## src/design/vdu_pkg.sv

```systemverilog
// ----------------------------------------------------------------------------
// vdu_pkg
// Types and constants shared by the vector distance unit modules.
// ----------------------------------------------------------------------------
package vdu_pkg;

  localparam int ELEM_BITS_DEF = 16;
  localparam int ACC_W         = 48;
  localparam int NORM_W        = 43;
  localparam int MODE_W        = 2;
  localparam int JOB_DEPTH     = 4;
  localparam int RES_DEPTH     = 2;

  typedef enum logic [MODE_W-1:0] {
    MODE_L1   = 2'd0,
    MODE_L2   = 2'd1,
    MODE_DOT  = 2'd2,
    MODE_NORM = 2'd3
  } mode_t;

  typedef enum logic [1:0] {
    B_IDLE,
    B_ROOT,
    B_PUSH
  } back_state_t;

  // one finished vector handed from the accumulator to the finisher
  typedef struct packed {
    mode_t                    mode;
    logic signed [ACC_W-1:0]  sum;
    logic [NORM_W-1:0]        norm_a;
    logic [NORM_W-1:0]        norm_b;
  } job_t;

  localparam int JOB_W = $bits(job_t);

  localparam logic signed [ACC_W-1:0] ACC_MAX = {1'b0, {(ACC_W-1){1'b1}}};
  localparam logic signed [ACC_W-1:0] ACC_MIN = {1'b1, {(ACC_W-1){1'b0}}};

endpackage

```

## src/design/vdu_fifo.sv

```systemverilog
// ----------------------------------------------------------------------------
// vdu_fifo
// Small synchronous queue with combinational head read.
// ----------------------------------------------------------------------------
module vdu_fifo #(
  parameter int WIDTH = 8,
  parameter int DEPTH = 4
) (
  input  logic             clk,
  input  logic             rst,
  input  logic             push,
  input  logic [WIDTH-1:0] din,
  output logic             full,
  input  logic             pop,
  output logic [WIDTH-1:0] dout,
  output logic             empty
);

  localparam int PTR_W = (DEPTH > 1) ? $clog2(DEPTH) : 1;
  localparam int CNT_W = $clog2(DEPTH + 1);

  logic [WIDTH-1:0] mem [DEPTH];
  logic [PTR_W-1:0] wr_ptr;
  logic [PTR_W-1:0] rd_ptr;
  logic [CNT_W-1:0] count;
  logic             do_push;
  logic             do_pop;

  assign full    = (count == CNT_W'(DEPTH));
  assign empty   = (count == '0);
  assign do_push = push && !full;
  assign do_pop  = pop && !empty;
  assign dout    = mem[rd_ptr];

  always_ff @(posedge clk) begin
    if (do_push) begin
      mem[wr_ptr] <= din;
    end
  end

  always_ff @(posedge clk) begin
    if (rst) begin
      wr_ptr <= '0;
      rd_ptr <= '0;
      count  <= '0;
    end else begin
      if (do_push) begin
        wr_ptr <= (wr_ptr == PTR_W'(DEPTH - 1)) ? '0 : wr_ptr + 1'b1;
      end
      if (do_pop) begin
        rd_ptr <= (rd_ptr == PTR_W'(DEPTH - 1)) ? '0 : rd_ptr + 1'b1;
      end
      case ({do_push, do_pop})
        2'b10:   count <= count + 1'b1;
        2'b01:   count <= count - 1'b1;
        default: count <= count;
      endcase
    end
  end

endmodule

```

## src/design/vdu_front.sv

```systemverilog
// ----------------------------------------------------------------------------
// vdu_front
// Per-element term (abs difference or product) and saturating running sum;
// a finished vector is queued for the back end.
// ----------------------------------------------------------------------------
module vdu_front import vdu_pkg::*; #(
  parameter int ELEM_BITS = ELEM_BITS_DEF
) (
  input  logic                        clk,
  input  logic                        rst,
  input  logic                        cfg_valid,
  input  logic [MODE_W-1:0]           cfg_data,
  input  logic                        in_valid,
  input  logic signed [ELEM_BITS-1:0] a_elem,
  input  logic signed [ELEM_BITS-1:0] b_elem,
  input  logic                        last,
  input  logic [NORM_W-1:0]           norm_a,
  input  logic [NORM_W-1:0]           norm_b,
  output logic                        job_push,
  output job_t                        job
);

  localparam int EXT_W  = ELEM_BITS + 1;
  localparam int TERM_W = 2 * EXT_W;
  localparam int SUM_W  = ((TERM_W > ACC_W) ? TERM_W : ACC_W) + 1;

  mode_t                    mode;
  logic signed [EXT_W-1:0]  a_ext;
  logic signed [EXT_W-1:0]  b_ext;
  logic signed [EXT_W-1:0]  diff;
  logic signed [EXT_W-1:0]  abs_diff;
  logic signed [EXT_W-1:0]  mul_x;
  logic signed [EXT_W-1:0]  mul_y;
  logic signed [TERM_W-1:0] prod;
  logic signed [TERM_W-1:0] term;

  logic                     s1_valid;
  logic signed [TERM_W-1:0] s1_term;
  logic                     s1_last;
  mode_t                    s1_mode;
  logic [NORM_W-1:0]        s1_norm_a;
  logic [NORM_W-1:0]        s1_norm_b;

  logic signed [ACC_W-1:0]  running_sum;
  logic signed [SUM_W-1:0]  sum_wide;
  logic signed [ACC_W-1:0]  sum_sat;
  logic                     fits;

  // mode register
  always_ff @(posedge clk) begin
    if (rst) begin
      mode <= MODE_L1;
    end else if (cfg_valid) begin
      mode <= mode_t'(cfg_data);
    end
  end

  // term stage
  always_comb begin
    a_ext    = EXT_W'(a_elem);
    b_ext    = EXT_W'(b_elem);
    diff     = a_ext - b_ext;
    abs_diff = diff[EXT_W-1] ? -diff : diff;
    mul_x    = (mode == MODE_L2) ? diff : a_ext;
    mul_y    = (mode == MODE_L2) ? diff : b_ext;
    prod     = mul_x * mul_y;
    term     = (mode == MODE_L1) ? TERM_W'(abs_diff) : prod;
  end

  always_ff @(posedge clk) begin
    if (rst) begin
      s1_valid <= 1'b0;
    end else begin
      s1_valid <= in_valid;
    end
  end

  always_ff @(posedge clk) begin
    if (in_valid) begin
      s1_term   <= term;
      s1_last   <= last;
      s1_mode   <= mode;
      s1_norm_a <= norm_a;
      s1_norm_b <= norm_b;
    end
  end

  // accumulate stage
  always_comb begin
    sum_wide = SUM_W'(running_sum) + SUM_W'(s1_term);
    fits     = (sum_wide[SUM_W-1:ACC_W-1] == '0) || (sum_wide[SUM_W-1:ACC_W-1] == '1);
    if (fits) begin
      sum_sat = sum_wide[ACC_W-1:0];
    end else if (sum_wide[SUM_W-1]) begin
      sum_sat = ACC_MIN;
    end else begin
      sum_sat = ACC_MAX;
    end
  end

  always_ff @(posedge clk) begin
    if (rst) begin
      running_sum <= '0;
    end else if (s1_valid) begin
      running_sum <= s1_last ? '0 : sum_sat;
    end
  end

  assign job_push    = s1_valid && s1_last;
  assign job.mode    = s1_mode;
  assign job.sum     = sum_sat;
  assign job.norm_a  = s1_norm_a;
  assign job.norm_b  = s1_norm_b;

endmodule

```

## src/design/vdu_back.sv

```systemverilog
// ----------------------------------------------------------------------------
// vdu_back
// Final operation per vector: pass-through, norm combine, or a bit-pair
// integer square root, one step per cycle.
// ----------------------------------------------------------------------------
module vdu_back import vdu_pkg::*; (
  input  logic                    clk,
  input  logic                    rst,
  input  logic                    job_empty,
  input  job_t                    job,
  output logic                    job_pop,
  input  logic                    res_full,
  output logic                    res_push,
  output logic signed [ACC_W-1:0] result
);

  localparam int NSUM_W = ACC_W + 3;
  localparam logic [ACC_W-1:0] ROOT_START = ACC_W'(1) << (ACC_W - 2);

  back_state_t              state;
  back_state_t              state_next;
  logic [ACC_W-1:0]         rem;
  logic [ACC_W-1:0]         root;
  logic [ACC_W-1:0]         bitpos;
  logic [ACC_W-1:0]         trial;
  logic signed [NSUM_W-1:0] nsum;
  logic signed [ACC_W-1:0]  nsum_sat;
  logic                     start_root;

  always_comb begin
    nsum = NSUM_W'(job.norm_a) + NSUM_W'(job.norm_b) - (NSUM_W'(job.sum) <<< 1);
    if ((nsum[NSUM_W-1:ACC_W-1] == '0) || (nsum[NSUM_W-1:ACC_W-1] == '1)) begin
      nsum_sat = nsum[ACC_W-1:0];
    end else if (nsum[NSUM_W-1]) begin
      nsum_sat = ACC_MIN;
    end else begin
      nsum_sat = ACC_MAX;
    end
    trial = root + bitpos;
  end

  always_ff @(posedge clk) begin
    if (rst) begin
      state <= B_IDLE;
    end else begin
      state <= state_next;
    end
  end

  always_comb begin
    state_next = state;
    job_pop    = 1'b0;
    res_push   = 1'b0;
    start_root = 1'b0;
    case (state)
      B_IDLE: begin
        if (!job_empty) begin
          job_pop = 1'b1;
          if (job.mode == MODE_L2 && !job.sum[ACC_W-1]) begin
            start_root = 1'b1;
            state_next = B_ROOT;
          end else begin
            state_next = B_PUSH;
          end
        end
      end
      B_ROOT: begin
        if (bitpos == '0) begin
          state_next = B_PUSH;
        end
      end
      B_PUSH: begin
        if (!res_full) begin
          res_push   = 1'b1;
          state_next = B_IDLE;
        end
      end
      default: state_next = B_IDLE;
    endcase
  end

  always_ff @(posedge clk) begin
    if (state == B_IDLE && job_pop) begin
      rem    <= job.sum;
      root   <= '0;
      bitpos <= ROOT_START;
      case (job.mode)
        MODE_L2:   result <= '0;
        MODE_NORM: result <= nsum_sat;
        default:   result <= job.sum;
      endcase
    end else if (state == B_ROOT) begin
      if (bitpos != '0) begin
        if (rem >= trial) begin
          rem  <= rem - trial;
          root <= (root >> 1) + bitpos;
        end else begin
          root <= root >> 1;
        end
        bitpos <= bitpos >> 2;
      end else begin
        result <= root;
      end
    end
  end

  assert property (@(posedge clk) disable iff (rst)
    (state == B_ROOT) |-> ($onehot(bitpos) || bitpos == '0))
    else $error("root step mask lost its single bit");

  assert property (@(posedge clk) disable iff (rst)
    start_root |=> (state == B_ROOT && root == '0))
    else $error("root did not start from zero");

  assert property (@(posedge clk) disable iff (rst)
    (state == B_PUSH && $past(state) == B_ROOT) |-> !result[ACC_W-1])
    else $error("euclidean result negative");

endmodule

```

## src/design/vector_distance_unit.sv

```systemverilog
// ----------------------------------------------------------------------------
// vector_distance_unit
// Streams element pairs and returns one distance per vector, on the element
// marked last: Manhattan (Q8.8), Euclidean with integer root (Q8.8), dot
// product (Q16.16) or squared Euclidean from norms (Q16.16), chosen by the
// mode register, all saturating to 48 signed bits. One pair is taken every
// cycle; the running sum is a two-stage multiply and add pipeline. Finished
// vectors wait in a four-entry job queue for the finisher, which passes the
// sum through in modes 0 and 2, combines the norms in mode 3 and in mode 1
// takes the square root one bit pair per cycle. Input stalls (full) only
// when the job queue fills, i.e. with vectors shorter than 2 elements in
// modes 0, 2 and 3 or shorter than 27 elements in mode 1, or when results
// are not popped. Write the mode only while the unit is idle.
// ----------------------------------------------------------------------------
module vector_distance_unit import vdu_pkg::*; #(
  parameter int ELEM_BITS = ELEM_BITS_DEF
) (
  input  logic                        clk,
  input  logic                        rst,
  input  logic                        cfg_valid,
  output logic                        cfg_ready,
  input  logic [MODE_W-1:0]           cfg_data,
  input  logic                        push,
  output logic                        full,
  input  logic signed [ELEM_BITS-1:0] a_elem,
  input  logic signed [ELEM_BITS-1:0] b_elem,
  input  logic                        last,
  input  logic [NORM_W-1:0]           norm_a,
  input  logic [NORM_W-1:0]           norm_b,
  output logic                        empty,
  input  logic                        pop,
  output logic signed [ACC_W-1:0]     distance
);

  localparam int JCNT_W = $clog2(JOB_DEPTH + 1);

  logic                    in_valid;
  logic                    job_push;
  job_t                    job_in;
  logic [JOB_W-1:0]        job_raw;
  job_t                    job_out;
  logic                    job_full;
  logic                    job_empty;
  logic                    job_pop;
  logic [JCNT_W-1:0]       job_count;
  logic                    res_push;
  logic                    res_full;
  logic signed [ACC_W-1:0] result;
  logic [ACC_W-1:0]        res_raw;

  assign cfg_ready = 1'b1;
  assign in_valid  = push && !full;
  // one slot held back for a vector still in the accumulate stage
  assign full      = (job_count >= JCNT_W'(JOB_DEPTH - 1));

  always_ff @(posedge clk) begin
    if (rst) begin
      job_count <= '0;
    end else begin
      case ({job_push, job_pop})
        2'b10:   job_count <= job_count + 1'b1;
        2'b01:   job_count <= job_count - 1'b1;
        default: job_count <= job_count;
      endcase
    end
  end

  vdu_front #(
    .ELEM_BITS (ELEM_BITS)
  ) u_front (
    .clk       (clk),
    .rst       (rst),
    .cfg_valid (cfg_valid),
    .cfg_data  (cfg_data),
    .in_valid  (in_valid),
    .a_elem    (a_elem),
    .b_elem    (b_elem),
    .last      (last),
    .norm_a    (norm_a),
    .norm_b    (norm_b),
    .job_push  (job_push),
    .job       (job_in)
  );

  vdu_fifo #(
    .WIDTH (JOB_W),
    .DEPTH (JOB_DEPTH)
  ) u_job_q (
    .clk   (clk),
    .rst   (rst),
    .push  (job_push),
    .din   (job_in),
    .full  (job_full),
    .pop   (job_pop),
    .dout  (job_raw),
    .empty (job_empty)
  );

  assign job_out = job_t'(job_raw);

  vdu_back u_back (
    .clk       (clk),
    .rst       (rst),
    .job_empty (job_empty),
    .job       (job_out),
    .job_pop   (job_pop),
    .res_full  (res_full),
    .res_push  (res_push),
    .result    (result)
  );

  vdu_fifo #(
    .WIDTH (ACC_W),
    .DEPTH (RES_DEPTH)
  ) u_res_q (
    .clk   (clk),
    .rst   (rst),
    .push  (res_push),
    .din   (result),
    .full  (res_full),
    .pop   (pop),
    .dout  (res_raw),
    .empty (empty)
  );

  assign distance = $signed(res_raw);

  assert property (@(posedge clk) disable iff (rst)
    job_push |-> !job_full)
    else $error("job queue overflow");

  assert property (@(posedge clk) disable iff (rst)
    res_push |-> !res_full)
    else $error("result queue overflow");

  assert property (@(posedge clk) disable iff (rst)
    job_count <= JCNT_W'(JOB_DEPTH))
    else $error("job count out of range");

  assert property (@(posedge clk) disable iff (rst)
    job_empty |-> (job_count == '0))
    else $error("job count disagrees with queue");

endmodule
```

## config.mk

```make
export PLATFORM = sky130hd
export DESIGN_NAME = vector_distance_unit
export DESIGN_NICKNAME = d
export VERILOG_FILES = /design/src/design/vdu_pkg.sv /design/src/design/vdu_fifo.sv /design/src/design/vdu_front.sv /design/src/design/vdu_back.sv /design/src/design/vector_distance_unit.sv
export SDC_FILE = /design/constraint.sdc
export NUM_CORES = 2
export LEC_CHECK = 0
export BUFFER_PORTS_ARGS = -buffer_cell sky130_fd_sc_hd__buf_4
export CAP_MARGIN = 20
export CELL_PAD_IN_SITES_DETAIL_PLACEMENT = 0
export CELL_PAD_IN_SITES_GLOBAL_PLACEMENT = 1
export CORE_ASPECT_RATIO = 1.5
export CORE_MARGIN = 8
export CORE_UTILIZATION = 55
export CTS_BUF_LIST = sky130_fd_sc_hd__clkbuf_16
export CTS_CLUSTER_SIZE = 10
export DETAILED_ROUTE_END_ITERATION = 16
export PLACE_DENSITY_LB_ADDON = 0.1
export SLEW_MARGIN = 20
export SYNTH_ARGS = -nofsm -noshare
export SYNTH_HDL_FRONTEND = slang
export SYNTH_HIERARCHICAL = 1
export SYNTH_SLANG_ARGS = --single-unit
```

## constraint.sdc

```tcl
create_clock -name clk -period 23.2 [get_ports clk]
set_clock_uncertainty 0.2 [all_clocks]
set_input_delay 6.96 -clock clk [delete_from_list [all_inputs] [get_ports clk]]
set_output_delay 6.96 -clock clk [all_outputs]
set_load 0.01 [all_outputs]
```

=== Yosys cells after proc, flatten, opt, wreduce, memory -nomap -nowiden ===
Memories as Yosys holds them, arrays and structs flattened. A register that Yosys moved wholly into a read port is not among the register bits.
Index checks and enable logic that the tools add are counted.

* Flip-flop bits (word level): 358
* Memory bits (writable): 640
* Output and inout port bits: 51
* Logic and storage cells: 140
* Memories: 2

{| class="wikitable"
|+ Memories
! name !! depth !! width !! rd ports !! clocked after memory_dff !! wr ports !! line !! source
|-
| u_job_q.mem || 4 || 136 || 1 || 1 || 1 || vdu_fifo.sv:22 || <nowiki>logic [WIDTH-1:0] mem [DEPTH];</nowiki>
|-
| u_res_q.mem || 2 || 48 || 1 || 1 || 1 || vdu_fifo.sv:22 ||
|}

* $add $sub $neg: 18
* Multiply operators: 1
* Magnitude comparators: 2
* Equality and inequality tests: 21
* Muxes and demuxes: 42
* Reduce and logical (&&, ||, !) cells: 34

{| class="wikitable"
|+ Operators by type and width
! operator !! count
|-
| $mux W48 || 13
|-
| $pmux W48 S2 || 1
|-
| $mux W17 || 3
|-
| $sub A51 B51 Y51 || 1
|-
| $add A48 B34 Y49 || 1
|-
| $add A47 B47 Y48 || 1
|-
| $add A48 B47 Y48 || 1
|-
| $ge A48 B48 Y1 || 1
|-
| $logic_not A48 Y1 || 1
|-
| $reduce_bool A48 Y1 || 1
|-
| $sub A48 B48 Y48 || 1
|-
| $add A43 B43 Y44 || 1
|-
| $mul A17 B17 Y34 || 1
|-
| $mux W34 || 1
|-
| $eq A2 B2 Y1 const B || 9
|-
| $neg A17 Y17 || 1
|-
| $sub A16 B16 Y17 || 1
|-
| $mux W2 || 8
|-
| $eq A2 B1 Y1 const B || 6
|-
| $mux W1 || 12
|-
| $pmux W3 S2 || 2
|-
| $reduce_bool A2 Y1 || 6
|-
| $logic_and A1 B1 Y1 || 8
|-
| $logic_not A2 Y1 || 4
|-
| other kinds (18) || 33
|}

=== Depth between registers and ports, before layout ===
* Depth in word-level cells: 7
* Gate-level depth with buffers: 37

=== Modules after synthesis ===
Netlist, hierarchy kept.

{| class="wikitable"
|+ Modules (own cells, without submodules)
! module !! instances !! cells an instance !! area an instance (um2)
|-
| vdu_front || 1 || 2261 || 20797.4
|-
| vdu_fifo at u_job_q || 1 || 764 || 20074.3
|-
| vdu_back || 1 || 2278 || 18031.0
|-
| vdu_fifo at u_res_q || 1 || 175 || 3677.3
|-
| vector_distance_unit || 1 || 23 || 183.9
|}

=== Worst setup path before layout ===
Ideal clock, no wire load.

* Path kind: input to register
* From: in a_elem[0]
* To: reg u_front.s1_term[33] (data pin)
* Library setup time: 0.138 ns
* Arrival time: 15.177 ns
* Required time: 22.862 ns
* Slack: 7.686 ns
* Stages: 35
* Cells stage by stage: inv_1 ha_1 fa_1 nor2b_1 o21ai_1 a211oi_1 or3_1 nand3_1 a31o_2 a31oi_1 nand2_1 o21ai_0 clkbuf_1 nor2_1 fa_1 inv_1 fa_1 inv_1 fa_1 fa_1 fa_1 inv_1 fa_1 inv_1 ha_1 and4_1 and2_1 nand2_1 a2111oi_0 o2111ai_1 nand3_1 a21oi_1 o21ai_0 or4bb_1 nand4_1

* Cells in the longest elaborated chain, start to end: 4
* Elaborated cells between the ends (all ways): 7
* Classes of those cells: 2 x add/sub; 1 x mul; 4 x mux

{| class="wikitable"
|+ Ends and longest elaborated chain
! what !! line !! source
|-
| start: declaration || vector_distance_unit.sv:25 || <nowiki>input logic signed [ELEM_BITS-1:0] a_elem,</nowiki>
|-
| $sub A16 B16 Y17 || vdu_front.sv:62 || <nowiki>diff = a_ext - b_ext;</nowiki>
|-
| $mux W17, or another cell as far along || vdu_front.sv:64 || <nowiki>mul_x = (mode == MODE_L2) ? diff : a_ext;</nowiki>
|-
| $mul A17 B17 Y34 / $mux W17 (equally long branches) || vdu_front.sv:66, vdu_front.sv:63 ||
|-
| $mux W34 (*) || vdu_front.sv:67 || <nowiki>term = (mode == MODE_L1) ? TERM_W'(abs_diff) : prod;</nowiki>
|-
| named net u_front.term[33] || vdu_front.sv:35 || <nowiki>logic signed [TERM_W-1:0] term;</nowiki>
|-
| end signal: assignment || vdu_front.sv:80 || <nowiki>s1_term <= term;</nowiki>
|-
| end: declaration || vdu_front.sv:38 || <nowiki>logic signed [TERM_W-1:0] s1_term;</nowiki>
|}

Mark *: on every way through the listed nets, which the timed path passes. The rest lies on a longest branch.
A chain may end at the register's enable or synchronous reset.

=== Worst setup path after layout ===
Ends and elaborated chain as after synthesis.

==> results.txt <==
----------------------------------------------------
[Power and ir drop]
  VDD IR max ... approximately 0.00024 V
  Switching power summed over all nets ... between 4 and 5 mW
  Switching fraction of total power ... 0.4458
  Clock group share of total power ... 0.154
  Cell area power density ... about 150 nW/um^2
  Reported leakage power ... around 27 nW
  Part of the total power dissipated in sequential elements ... 0.226
  Logic pwr share ... 0.621
  Internal power ... 5.727 mW
  Overall power after layout ... slightly above 10 mW

[Clocking]
  Inserted Clock Buffers ... between 100 and 150
  Longest Clk Path Bufs ... 3
  Hold buffer count at cts ... 0
  Clock-pin slew on the worst setup and hold paths ... approximately 60 ps
  Clock insertion delay at the later pin of the skew report ... roughly 750 ps
  Postcts setup bufs ... 0
  H-tree lvl count ... 3
  Clock root buffer ... clkbuf_16
  Resized Gates After CTS ... 0
  CTS tree ... yes
  Num Clock Sinks ... ~1,000

[Layout]
  Most used cells in the layout excluding fill and tap cells ... edfxtp_1 (859), nand2_1 (487), inv_1 (485)
  Layout filler cell count ... roughly 9,400
  Share of layout cells above drive strength 1 ... 0.1161
  Synth-to-Final Area Change ... 9.330%
  Non-filler cells, final ... roughly 7,100
  Utilization after layout ... 0.6033
  Most frequent standard cell in the layout excluding fill and tap cells ... edfxtp_1
  Final nets ... 6,377

[Setup path]
  Crit Path Class ... primary input to flop
  Largest stage delay on the critical path ... 690 ps
  Crit path top cell by count ... fa_1
  WP buf/inv ... 7
  Worst Setup Start Kind ... primary input
  Data arrival at the endpoint of the critical path ... around 16,000 ps
  Critical Path Slowest Stage Cell ... fa_1
  Kind of end point of the critical path ... flop
  Worst endpoint required time ... between 20,000 and 25,000 ps
  Top delay family on crit path ... adder cells
  Critical path peak fanout ... 11

[Synthesis]
  Syn avg cell area ... approximately 11 um^2
  Cells after synthesis ... approximately 5,500
  Syn_nets ... between 6,000 and 7,000
  Warning count from the yosys run ... 6
  Post-synthesis instance area ... ~63,000 um^2

[Global route]
  Vias in the first global route ... 44,640
  GRT overflow ... 0
  Largest net degree at the start of global routing ... approximately 120
  Tot GR Track Use ... 0.2807
  Initial antenna violation count ... 1
  First-pass GRT wire length ... 269,200 um

[Placed design]
  PortBufs ... 175
  Routability Congestion ... 0.9857
  Hpwl dp ... 136,300 um
  Placed instance count ... about 7,000

[Detailed routing]
  Via/cell ratio ... between 6 and 7
  Average routed wire per standard cell ... ~25 um
  Total iterations of the first detailed-routing run ... 5
  DRC marker count from the first detailed-route iteration ... about 2,600
  DRC violation count after routing ... 0
  Total routed wirelength ... between 150,000 and 200,000 um
  DRT antenna net count ... 0
  Vias ... 43,310

[Timing]
  Final setup fails ... 0
  Max_slew headroom ... 0.2272
  FMAX ... ~0.063 GHz
  Hold slack ... approximately 200 ps
  Final Cycle Share ... 0.6858
  Fin. max-slew vios ... 0
  Setup repair after global routing missed its margin ... false
  Slew at the pin with the worst max-slew slack ... about 1200 ps
  Shortest clock period the worst path allows after layout ... 15,910 ps
  Setup Total Neg Slack ... 0 ps
  Number of failing hold endpoints at the final stage ... 0

[Floorplan]
  Die extent in x ... 291.8 um
  Overall die height ... 429.7 um
  Number of I/O pins ... 177
  Area of the die ... between 100,000 and 150,000 um^2
  Core area ... roughly 110,000 um^2
  FP Rows ... roughly 150
  Initial standard-cell utilization of the core ... 0.5518

[Hold path]
  Path category of the worst min-delay check ... flop to flop

[Flow run]
  Max-capacitance violation count ... 0

[Status]
  Outcome ... finished, final reports clean

----------------------------------------------------
==> stage by stage <==
| step | area, um^2 | setup slack (ps) |
|---|---|---|
| 4_1_cts | 68610 | 7468 |
| 2_1_floorplan | 62760 | 7686 |
| 3_5_place_dp | 65370 | 6730 |
| 6_report | 68620 | 7289 |
| 3_3_place_gp | 65360 | 6842 |
| 5_1_grt | 68610 | 6628 |
==> per-layer routing <==
| layer | vias to the layer above | part of all wire | GRT usage |
|---|---|---|---|
| met4 | 2 | 0.070 | 0.1683 |
| met1 | 21570 | 0.37 | 0.3131 |
| li1 | 20070 | - | - |
| met2 | 1236 | 0.52 | 0.5155 |
| met3 | 419 | 0.038 | 0.02703 |
| met5 | - | 0.000073 | 0 |
==> path summary, 6_finish.rpt <==
check	from	end	slack (ps)	cells after the start
worst min register to register	u_back/result[22]	u_res_q/mem[0][22]	200	0
worst min-delay path	u_back/result[22]	u_res_q/mem[0][22]	200	0
worst max register to register	flop	u_back/result[4]	13360	27
worst max-delay path	a_elem[0]	u_front/s1_term[33]	7290	36
==> power groups by stage <==
stage | clock network (mW) | registers, mW | logic, mW
after floorplan | 0 | 2.34 | 4.65
after global placement | 0 | 2.36 | 6.35
after detailed placement | 0 | 2.37 | 6.41
after CTS | 1.62 | 2.33 | 6.44
after global routing | 1.69 | 2.34 | 7.15
final | 1.59 | 2.33 | 6.42
==> worst reg2reg max path: stages (launching register included) <==
cell	delay, ps
dfxtp_4	710
buf_4	670
mux4_2	610
ha_1	240
inv_1	80
fa_1	190
nor2b_1	50
o21a_1	190
o21ai_1	230
a21o_1	230
o311ai_1	160
a311oi_1	500
o21ai_1	320
a2111oi_0	760
nor2_1	170
o311ai_1	720
ha_1	460
a21oi_1	230
o21ai_0	160
a2111oi_1	550
nor2_1	100
o21ai_0	280
a211oi_1	180
nor2b_1	220
o31a_1	300
nor2b_4	180
buf_4	500
o21ai_1	320
==> state kept, by name, indices dropped and copies added, names as in the netlist, 3 cells and up, named ones only <==
signal	cells
u_front/running_sum	48
u_front/s1_norm_a	43
u_back/root	48
u_res_q/mem	96
u_back/result	48
job_count	3
u_job_q/count	3
u_back/rem	48
u_front/s1_norm_b	43
u_front/s1_term	34
u_job_q/mem	544
u_back/bitpos	24
==> area by class of cell <==
class | instances | area, um^2 | share of cell area
clock buffers | 112 | 2803 | 0.04085
multi-input cells | 3811 | 31450 | 0.4583
diodes | 1 | 2.502 | 0.00003647
flip-flops and latches | 1001 | 28650 | 0.4175
repair buffers | 234 | 1769 | 0.02578
inverters | 446 | 1674 | 0.02440
clock inverters | 57 | 445.4 | 0.006492
well taps | 1463 | 1831 | 0.02668
(Power assumes the default switching activity.)
